[src/hdl/hfps_pkg.sv]
// shared types, constants and codes of the five-point heat stencil
package hfps_pkg;

  // grid and value geometry
  localparam int MAX_GRID    = 1024;
  localparam int VALUE_BITS  = 32;
  localparam int COL_W       = $clog2(MAX_GRID);
  localparam int GS_W        = $clog2(MAX_GRID) + 1;
  localparam int ROW_W       = GS_W;

  // step ratio, unsigned fraction
  localparam int RATIO_W     = 30;
  localparam int RATIO_FRAC  = 30;
  localparam int CFG_DATA_W  = RATIO_W;

  // laplacian and product widths
  localparam int LAP_W       = VALUE_BITS + 3;
  localparam int HI_W        = (LAP_W > 32) ? LAP_W - 32 : 1;
  localparam int LO_W        = LAP_W - HI_W;
  localparam int PLO_W       = LO_W + RATIO_W;
  localparam int PHI_W       = HI_W + RATIO_W;
  localparam int PROD_W      = LAP_W + RATIO_W;
  localparam int Q_W         = LAP_W;
  localparam int RES_W       = Q_W + 1;

  // queue between front and back, depth a power of two
  localparam int QUEUE_DEPTH = 4;
  localparam int QPTR_W      = $clog2(QUEUE_DEPTH);
  localparam int QCNT_W      = $clog2(QUEUE_DEPTH + 1);

  typedef enum logic {
    FUNC_CELL  = 1'b0,
    FUNC_DRAIN = 1'b1
  } func_e;

  typedef enum logic {
    CFG_GRID_SIZE  = 1'b0,
    CFG_STEP_RATIO = 1'b1
  } cfg_idx_e;

  // input beat
  typedef struct packed {
    func_e                         func;
    logic signed [VALUE_BITS-1:0]  cell_value;
  } in_beat_t;

  // output beat
  typedef struct packed {
    logic signed [VALUE_BITS-1:0]  new_value;
    logic                          last_cell;
  } out_beat_t;

  // classified item handed from front to back
  typedef struct packed {
    logic signed [VALUE_BITS-1:0]  value;
    logic [COL_W-1:0]              col;
    logic                          left_en;
    logic                          right_en;
    logic                          up_en;
    logic                          emit;
    logic                          last;
  } op_t;

endpackage

[src/hdl/hfps_front.sv]
// front end: accepts beats, tracks grid position and classifies items
module hfps_front (
  input  logic                       clk_i,
  input  logic                       rst_ni,
  input  logic                       in_valid_i,
  output logic                       in_stall_o,
  input  hfps_pkg::in_beat_t         in_data_i,
  input  logic [hfps_pkg::GS_W-1:0]  grid_size_i,
  input  logic                       full_i,
  output logic                       push_o,
  output hfps_pkg::op_t              op_o
);

  logic [hfps_pkg::COL_W-1:0] col_q, col_d;
  logic [hfps_pkg::ROW_W-1:0] row_q, row_d;
  logic [hfps_pkg::GS_W-1:0]  n;
  logic [hfps_pkg::GS_W-1:0]  col_p1;
  logic                       drain;
  logic                       in_drain_phase;
  logic                       kind_ok;
  logic                       row_end;

  // clamp the grid size into its legal range
  always_comb begin
    if (grid_size_i < hfps_pkg::GS_W'(2)) begin
      n = hfps_pkg::GS_W'(2);
    end else if (grid_size_i > hfps_pkg::GS_W'(hfps_pkg::MAX_GRID)) begin
      n = hfps_pkg::GS_W'(hfps_pkg::MAX_GRID);
    end else begin
      n = grid_size_i;
    end
  end

  // item classification
  assign drain          = (in_data_i.func == hfps_pkg::FUNC_DRAIN);
  assign in_drain_phase = (row_q >= n);
  assign kind_ok        = (drain == in_drain_phase);
  assign col_p1         = {1'b0, col_q} + hfps_pkg::GS_W'(1);
  assign row_end        = (col_p1 >= n);

  assign in_stall_o = full_i;
  assign push_o     = in_valid_i && !full_i && kind_ok;

  // item descriptor for the back end
  always_comb begin
    op_o.value    = drain ? '0 : in_data_i.cell_value;
    op_o.col      = col_q;
    op_o.left_en  = (col_q != '0);
    op_o.right_en = !row_end;
    op_o.up_en    = (row_q >= hfps_pkg::ROW_W'(2));
    op_o.emit     = (row_q != '0);
    op_o.last     = drain && row_end;
  end

  // next grid position
  always_comb begin
    col_d = col_q;
    row_d = row_q;
    if (push_o) begin
      if (row_end) begin
        col_d = '0;
        row_d = drain ? '0 : row_q + hfps_pkg::ROW_W'(1);
      end else begin
        col_d = col_p1[hfps_pkg::COL_W-1:0];
      end
    end
  end

  always_ff @(posedge clk_i or negedge rst_ni) begin
    if (!rst_ni) begin
      col_q <= '0;
      row_q <= '0;
    end else begin
      col_q <= col_d;
      row_q <= row_d;
    end
  end

endmodule

[config.mk]
export PLATFORM = sky130hd
export DESIGN_NAME = hfps_front
export DESIGN_NICKNAME = d
export VERILOG_FILES = /design/src/hdl/hfps_pkg.sv /design/src/hdl/hfps_front.sv
export SDC_FILE = /design/constraint.sdc
export NUM_CORES = 1
export LEC_CHECK = 0
export BUFFER_PORTS_ARGS = -buffer_cell sky130_fd_sc_hd__buf_4
export CAP_MARGIN = 20
export CORE_UTILIZATION = 45
export CTS_BUF_LIST = sky130_fd_sc_hd__clkbuf_2 sky130_fd_sc_hd__clkbuf_4 sky130_fd_sc_hd__clkbuf_8
export CTS_CLUSTER_DIAMETER = 150
export DETAILED_ROUTE_END_ITERATION = 10
export GPL_TIMING_DRIVEN = 0
export PLACE_DENSITY = 0.8
export REMOVE_ABC_BUFFERS = 1
export SLEW_MARGIN = 20
export SYNTH_ARGS = -nofsm -noshare
export SYNTH_HDL_FRONTEND = slang
export SYNTH_SLANG_ARGS = --single-unit
export TNS_END_PERCENT = 50
[constraint.sdc]
create_clock -name clk_i -period 2.6 [get_ports clk_i]
set_clock_uncertainty 0.05 [all_clocks]
set_input_delay 0.13 -clock clk_i [delete_from_list [all_inputs] [get_ports clk_i]]
set_output_delay 0.13 -clock clk_i [all_outputs]
set_load 0.01 [all_outputs]
==> impl_metrics.ini <==
[setup_path]
endpoint_kind = output port
crit_type = register to output port
crit_fanout = 4
r2r-start = col_q[1]
cp.required_ps = 2420
cp-start-kind = register
arrival_ps = 2650
rr_worst_depth = 13
rrSetupSlack_ps = -190
timing.rr.end = row_q[0]

[route]
route.detailed.drc = 0
wl_um = 7450
via_count = 2504
drt-pass1-iter-count = 4
wl_per_cell_um = 16.9
ant_nets = 0
drt_iter0_drc = 134
viasPerCell = 5.68

[global_routing]
grt.total_usage = 0.294
grt_first_pass_wirelength_um = 11700
antenna_found_initial = 0
grt_pass1_vias = 2551
grt_overflow_total = 0
grt_max_degree = 57

[timing]
setup_viol = 22
hold_viol_final = 0
min_period_ps = 2830
relSlewSlack = 0.680
final-max-slew-violation-count = 0
fin_ws_ps = -234
fmax_mhz = 353
hold_slack_ps = 238
rsz0062_at_grt = true
fin_crit_sh = 1.09
worst_slew_pin_slew_ps = 480
finalSetupTns_ps = -2730

[pwr]
leakagePower_nw = 1.57
peakVddDrop_mv = 0.283
power_density_nw_per_um2 = 462
power_mw = 1.55

[placed_design]
hpwlAfterDp_um = 4940
gp_congestion = 0.805
place_area_sq_um = 2950
numPortBuffers = 96

[finish]
final_nets = 450
layout_common_cells = buf_4, nor2b_1, ha_1
final_common_cell = buf_4
final_core_util = 0.711
fin_area_sq_um = 3360
area_growth_pct = 51.6
diodes = 0
layout-drive-gt1-share = 0.420

[logic_synthesis]
yosysTopAreaCellShare = 0.237
synth_area_leaders = dfrtp_1, ha_1, nor2b_1
synth_edf_count = 0
synth.yosys.warnings = 0
ys_ff_latch = 21
synthArstFlopShare = 1.00
synth_top_area_cell = dfrtp_1
yosys_most_used_dff = dfrtp_1
syn_inst = 265
avgSynthCellArea_sq_um = 8.36
ys_seq_area_frac = 0.237
synth_cell_types = 47
synth_area_sq_um = 2210

[clock_tree]
clkTransAtPathRegs_ps = 80
cts_buffers = 3
cts_max_level = 1
clk_latency_ps = 270
cts_root_buffer = clkbuf_8
clkSinkCount = 21
clockBufferDepth = 2
tritoncts = done

[min_path]
hp-class = primary input to async pin

[floorplan]
core_area_sq_um = 4720
io_pins = 97
die_w_um = 72.2
die-area_sq_um = 5210
rows = 25
die_h_um = 72.2
start_util = 0.469

[status]
violations = setup timing
status = finished with violations

[run]
max_cap_viol_count = 0
## state kept, by name, summed over array words and instances (netlist names)
register and flops:
col_q 10, row_q 11
## report_power, final
group / switching, mW / internal, mW
Combinational: 0.405 / 0.430
Sequential: 0.0943 / 0.382
Clock: 0.119 / 0.120
## cells in the mapped netlist, types with 3 or more instances
library cell,n
a21o_1,3
o211ai_1,16
dfrtp_1,21
o22ai_1,3
nor3_1,8
a32o_1,3
nand4_1,7
a221o_1,5
inv_1,8
xnor2_1,5
nand3_1,16
xor2_1,3
nor4_1,3
ha_1,27
o21ai_0,4
nand2b_1,3
nor4b_1,4
nand3b_1,4
buf_2,4
and3_1,9
a21oi_1,6
nor2_1,9
nor3b_1,5
nand2_1,23
clkbuf_1,6
nor2b_1,35
## per-stage QoR
stage          setup WS (ps)  std cells
5_1_grt                 -323        441
2_1_floorplan           -458        252
4_1_cts                 -208        440
3_3_place_gp            -853        415
3_5_place_dp            -935        415
6_report                -234        441
## per-layer routing
| metal | vias to the layer above | GRT usage | part of all wire |
|---|---|---|---|
| li1 | 1188 | - | - |
| met1 | 1170 | 0.311 | 0.39 |
| met2 | 124 | 0.541 | 0.51 |
| met3 | 22 | 0.0486 | 0.058 |
| met4 | 0 | 0.181 | 0.041 |
| met5 | - | 0 | 0 |
## cell families after synthesis
| kind of cell | share of synthesized area |
|---|---|
| adder cells (fa/ha/maj) | 0.153 |
| buffers and inverters | 0.0486 |
| XOR/XNOR | 0.0316 |
| multiplexers | 0.00960 |
| AO/OA/AOI/OAI | 0.176 |
| AND/OR/NAND/NOR | 0.345 |
| flip-flops | 0.237 |
## critical path, stage by stage, from the launching register on
cell     delay [ps]
dfrtp_2         400
buf_4           140
nand3_4          80
nor2_4          170
nand3_2         110
xnor2_2         150
ha_1            300
and3_4          190
a221o_1         300
a31o_4          260
and2_4          170
buf_6           110
## worst max-delay path by stage
stage	slack, ps	startpoint	end	depth (start not counted)
after floorplan	-460	col_q[0]	row_q[0]	12
after global placement	-850	col_q[0]	row_q[0]	12
after detailed placement	-940	col_q[0]	row_q[0]	12
after CTS	-210	col_q[1]	op_o[0]	11
after global routing	-320	col_q[1]	op_o[0]	11
final	-230	col_q[0]	op_o[0]	11
## timing repair
| action | in CTS | in global routing |
|---|---|---|
| resized for setup | 36 | 8 |
| setup endpoints to repair | 24 | 24 |
| gates cloned | 0 | 0 |
| hold buffers | 1 | 0 |
| pin swaps | 15 | 10 |
| setup buffers | 20 | 1 |
| hold endpoints to repair | 21 | 0 |
## layout make-up
class,instances,area [sq um]
flip-flops and latches,21,533
inverters,11,56.3
fillers,386,1370
multi-input cells,220,1720
clock buffers,4,48.8
well taps,67,83.8
repair buffers,118,916
(Power assumes the default switching activity.)
