**config.mk**
```make
export PLATFORM = sky130hd
export DESIGN_NAME = hfps_queue
export DESIGN_NICKNAME = d
export VERILOG_FILES = /design/src/hdl/hfps_pkg.sv /design/src/hdl/hfps_queue.sv
export SDC_FILE = /design/constraint.sdc
export NUM_CORES = 1
export LEC_CHECK = 0
export BUFFER_PORTS_ARGS = -buffer_cell sky130_fd_sc_hd__buf_2
export CORE_MARGIN = 1
export CORE_UTILIZATION = 47
export DETAILED_ROUTE_END_ITERATION = 7
export PLACE_DENSITY = 0.75
export SLEW_MARGIN = 15
export SYNTH_ARGS = -nofsm -noshare
export SYNTH_HDL_FRONTEND = slang
export SYNTH_SLANG_ARGS = --single-unit
```
**constraint.sdc**
```tcl
create_clock -name clk_i -period 6.3 [get_ports clk_i]
set_input_delay 0.945 -clock clk_i [delete_from_list [all_inputs] [get_ports clk_i]]
set_output_delay 0.945 -clock clk_i [all_outputs]
set_load 0.05 [all_outputs]
```
**src/hdl/hfps_pkg.sv**
```systemverilog
// shared types, constants and codes of the five-point heat stencil
package hfps_pkg;

  // grid and value geometry
  localparam int MAX_GRID    = 1024;
  localparam int VALUE_BITS  = 32;
  localparam int COL_W       = $clog2(MAX_GRID);
  localparam int GS_W        = $clog2(MAX_GRID) + 1;
  localparam int ROW_W       = GS_W;

  // step ratio, unsigned fraction
  localparam int RATIO_W     = 30;
  localparam int RATIO_FRAC  = 30;
  localparam int CFG_DATA_W  = RATIO_W;

  // laplacian and product widths
  localparam int LAP_W       = VALUE_BITS + 3;
  localparam int HI_W        = (LAP_W > 32) ? LAP_W - 32 : 1;
  localparam int LO_W        = LAP_W - HI_W;
  localparam int PLO_W       = LO_W + RATIO_W;
  localparam int PHI_W       = HI_W + RATIO_W;
  localparam int PROD_W      = LAP_W + RATIO_W;
  localparam int Q_W         = LAP_W;
  localparam int RES_W       = Q_W + 1;

  // queue between front and back, depth a power of two
  localparam int QUEUE_DEPTH = 4;
  localparam int QPTR_W      = $clog2(QUEUE_DEPTH);
  localparam int QCNT_W      = $clog2(QUEUE_DEPTH + 1);

  typedef enum logic {
    FUNC_CELL  = 1'b0,
    FUNC_DRAIN = 1'b1
  } func_e;

  typedef enum logic {
    CFG_GRID_SIZE  = 1'b0,
    CFG_STEP_RATIO = 1'b1
  } cfg_idx_e;

  // input beat
  typedef struct packed {
    func_e                         func;
    logic signed [VALUE_BITS-1:0]  cell_value;
  } in_beat_t;

  // output beat
  typedef struct packed {
    logic signed [VALUE_BITS-1:0]  new_value;
    logic                          last_cell;
  } out_beat_t;

  // classified item handed from front to back
  typedef struct packed {
    logic signed [VALUE_BITS-1:0]  value;
    logic [COL_W-1:0]              col;
    logic                          left_en;
    logic                          right_en;
    logic                          up_en;
    logic                          emit;
    logic                          last;
  } op_t;

endpackage

```
**src/hdl/hfps_queue.sv**
```systemverilog
// short queue of classified items between front and back
module hfps_queue (
  input  logic           clk_i,
  input  logic           rst_ni,
  input  logic           push_i,
  input  hfps_pkg::op_t  data_i,
  output logic           full_o,
  input  logic           pop_i,
  output logic           empty_o,
  output hfps_pkg::op_t  data_o
);

  hfps_pkg::op_t               store_q [hfps_pkg::QUEUE_DEPTH];
  logic [hfps_pkg::QPTR_W-1:0] wr_ptr_q, rd_ptr_q;
  logic [hfps_pkg::QCNT_W-1:0] count_q;

  assign full_o  = (count_q == hfps_pkg::QCNT_W'(hfps_pkg::QUEUE_DEPTH));
  assign empty_o = (count_q == '0);
  assign data_o  = store_q[rd_ptr_q];

  // entry storage
  always_ff @(posedge clk_i) begin
    if (push_i) begin
      store_q[wr_ptr_q] <= data_i;
    end
  end

  // pointers and fill level
  always_ff @(posedge clk_i or negedge rst_ni) begin
    if (!rst_ni) begin
      wr_ptr_q <= '0;
      rd_ptr_q <= '0;
      count_q  <= '0;
    end else begin
      if (push_i) begin
        wr_ptr_q <= wr_ptr_q + hfps_pkg::QPTR_W'(1);
      end
      if (pop_i) begin
        rd_ptr_q <= rd_ptr_q + hfps_pkg::QPTR_W'(1);
      end
      if (push_i && !pop_i) begin
        count_q <= count_q + hfps_pkg::QCNT_W'(1);
      end else if (pop_i && !push_i) begin
        count_q <= count_q - hfps_pkg::QCNT_W'(1);
      end
    end
  end

`ifndef SYNTH
  a_level_bound: assert property (@(posedge clk_i) disable iff (!rst_ni)
    count_q <= hfps_pkg::QCNT_W'(hfps_pkg::QUEUE_DEPTH))
    else $error("queue level beyond depth");

  a_no_push_full: assert property (@(posedge clk_i) disable iff (!rst_ni)
    !(push_i && full_o))
    else $error("push into full queue");

  a_no_pop_empty: assert property (@(posedge clk_i) disable iff (!rst_ni)
    pop_i |-> !empty_o)
    else $error("pop from empty queue");

  a_level_step: assert property (@(posedge clk_i) disable iff (!rst_ni)
    (push_i && !pop_i) |=> (count_q == $past(count_q) + hfps_pkg::QCNT_W'(1)))
    else $error("queue level did not follow a lone push");
`endif

endmodule

```
==> results.py <==
metrics = {
    "logic_synthesis": {
        "yosysSeqAreaShare_pct": 80.9,
        "ys.flop_type": "edfxtp_1",
        "postSynthNetCount": 337,
        "synth_edf_count": 188,
        "synth_top_cell_by_area": "edfxtp_1",
        "synth_cell_types": 21,
        "yosys_warnings": 0,
        "synth_commonest_cells": "188 x edfxtp_1, 45 x mux4_2, 7 x dfrtp_1",
        "yosysTopAreaCellShare_pct": 78.4,
        "syn_inst": 280,
        "ys_top_cells_by_area": "edfxtp_1 78%, mux4_2 14%, dfrtp_1 2.4%",
        "yosysMostFrequentCell": "edfxtp_1",
        "synth_area_um2": 7200,
        "synthArstFlopShare_pct": 3.59,
        "syn_area_per_cell_um2": 25.7,
        "ys_seq_elements": 195,
    },
    "worst_setup_path": {
        "cp_cell_sequence": "mux4_1 -> buf_2",
        "path_class": "flip-flop to output port",
        "path_buf_inv": 1,
        "worstSetupStartpointType": "flip-flop",
        "cp_slowest_cell": "dfrtp_4",
        "path_depth": 2,
        "critical-path-top-delay-family": "flip-flops",
        "cp.arrival_ns": 2.42,
        "cpPeakStageDelay_ns": 1.09,
        "cp_max_fo": 49,
        "r2r_end": "store_q[1][3]",
        "cp-end-kind": "output port",
        "ff2ff_path_depth": 4,
        "ff2ff_setup_slack_ns": 4.26,
        "worst-endpoint-required_ns": 5.35,
        "r2r-start": "wr_ptr_q[1]",
    },
    "floorplan": {
        "num_rows": 44,
        "die_h_um": 126,
        "dieWidth_um": 126,
        "initial_core_util_pct": 48.8,
        "ios": 100,
        "core_area_um2": 14800,
        "die_area_um2": 15800,
    },
    "routing": {
        "drtIter0Drc": 256,
        "viasPerCell": 5.40,
        "ant_nets": 0,
        "firstDrtPassIters": 6,
        "wl_per_cell_um": 20.5,
        "wl_um": 12100,
        "route.vias.total": 3181,
        "drc": 0,
    },
    "global_routing": {
        "grt_pass1_wl_um": 19300,
        "grt_max_degree": 50,
        "grtUsageTotal_pct": 17.0,
        "grt_overflow": 0,
        "antenna_found_initial": 1,
        "grt_pass1_vias": 3546,
    },
    "clocking": {
        "insertion_delay_ns": 0.43,
        "cts_setup_buffers": 0,
        "cts_hold_buf": 0,
        "cts_buffer_depth": 2,
        "clkSinkCount": 195,
        "cts_made_buffers": 17,
        "ctsHtreeMaxLevel": 4,
        "clk_pin_slew_ns": 0.07,
        "cts_tree": "done",
        "cts-resized-gates": 0,
        "clockRootBuffer": "clkbuf_16",
    },
    "timing": {
        "timing.fmax_ghz": 0.297,
        "fin_ws_ns": 2.94,
        "worst_slew_margin_rel_pct": 34.1,
        "tns_ns": 0,
        "final_max_slew_viol_count": 0,
        "rsz0062_at_grt": "no",
        "finClkSkew_ns": 0.00649,
        "finalHoldViolCount": 0,
        "layout_min_cycle_time_ns": 3.36,
        "tightest_slew_ns": 0.988,
        "post-route-period-util_pct": 53.4,
        "setup_viol": 0,
    },
    "placed_design": {
        "portBuffers": 99,
        "placed_area_um2": 7880,
        "pre_cts_slack_ns": 3.33,
        "finalWeightedCongestion": 0.655,
        "hpwl_um": 7190,
    },
    "min_path": {
        "hp-class": "input port to async pin",
    },
    "final_layout": {
        "final_area_um2": 8430,
        "nFillCells": 1091,
        "nNetsFinal": 449,
        "area.growth.synth_to_final_pct": 17.2,
        "drive_gt1_share_pct": 45.9,
        "multi_input_area_um2": 1270,
        "diodes": 0,
        "fin_util_pct": 57.2,
        "area.sequential_um2": 5830,
    },
    "power": {
        "power_mw": 4.49,
        "p_per_area_nw_per_um2": 533,
        "p_leak_nw": 2.92,
        "ir_drop_mv": 0.258,
    },
    "run": {
        "drv_cap": 0,
    },
    "status": {
        "status": "finished clean",
    },
}
## how the worst max path moves through the flow
stage	startpoint	endpoint	slack [ns]
floorplan	count_q[0]	full_o	3.76
global placement	rd_ptr_q[0]	data_o[33]	3.32
detailed placement	rd_ptr_q[0]	data_o[33]	3.33
CTS	rd_ptr_q[0]	data_o[33]	2.85
global route	rd_ptr_q[0]	data_o[33]	2.75
finish	rd_ptr_q[0]	data_o[33]	2.94
## cell usage in the layout (no fill, tap or decap), drive strengths merged, types with 2 or more instances in the layout
cell type,instances
clkinv,7
clkinvlp,2
ha,5
mux4,47
and2,4
xnor2,2
clkbuf,18
inv,8
nand2,2
dfrtp,7
xor2,4
buf,104
edfxtp,188
## stage by stage
stage                     cells  hold slack, ns
final                       589           0.344
after global routing        589           0.335
after CTS                   589           0.326
after detailed placement    557           0.487
after global placement      557           0.473
after floorplan             280           0.456
## routing by layer
metal | wire, µm | up-vias | track usage (%)
met2 | 6120 | 90 | 28.0
met1 | 5120 | 1666 | 20.4
li1 | - | 1410 | -
met5 | 0 | - | 0
met3 | 632 | 15 | 5.61
met4 | 199 | 0 | 7.87
## final cells by class
type | instances | area share, %
Clock buffer | 18 | 5.09
Clock inverter | 14 | 1.53
Inverter | 4 | 0.178
Multi-Input combinational cell | 70 | 15.1
Sequential cell | 195 | 69.1
Tap cell | 184 | 2.73
Timing Repair Buffer | 104 | 6.32
## state kept, by name, indices dropped and copies added, names as in the netlist
name / cells
count_q: 3
wr_ptr_q: 2
store_q: 188
rd_ptr_q: 2
## logic make-up after synthesis
family,Yosys count,synth area share [%]
AND/OR/NAND/NOR,9,0.678
XOR/XNOR,6,0.730
buffers and inverters,15,1.55
flip-flops,195,80.9
AO/OA/AOI/OAI,1,0.0695
multiplexers,48,15.0
adder cells (fa/ha/maj),6,1.15
## where the power goes
group	total [mW]	switching (mW)	internal (mW)
Clock	1.01	0.460	0.549
Sequential	1.89	0.187	1.70
Combinational	1.60	1.09	0.502
No activity file was read; power rests on OpenSTA's default activity.
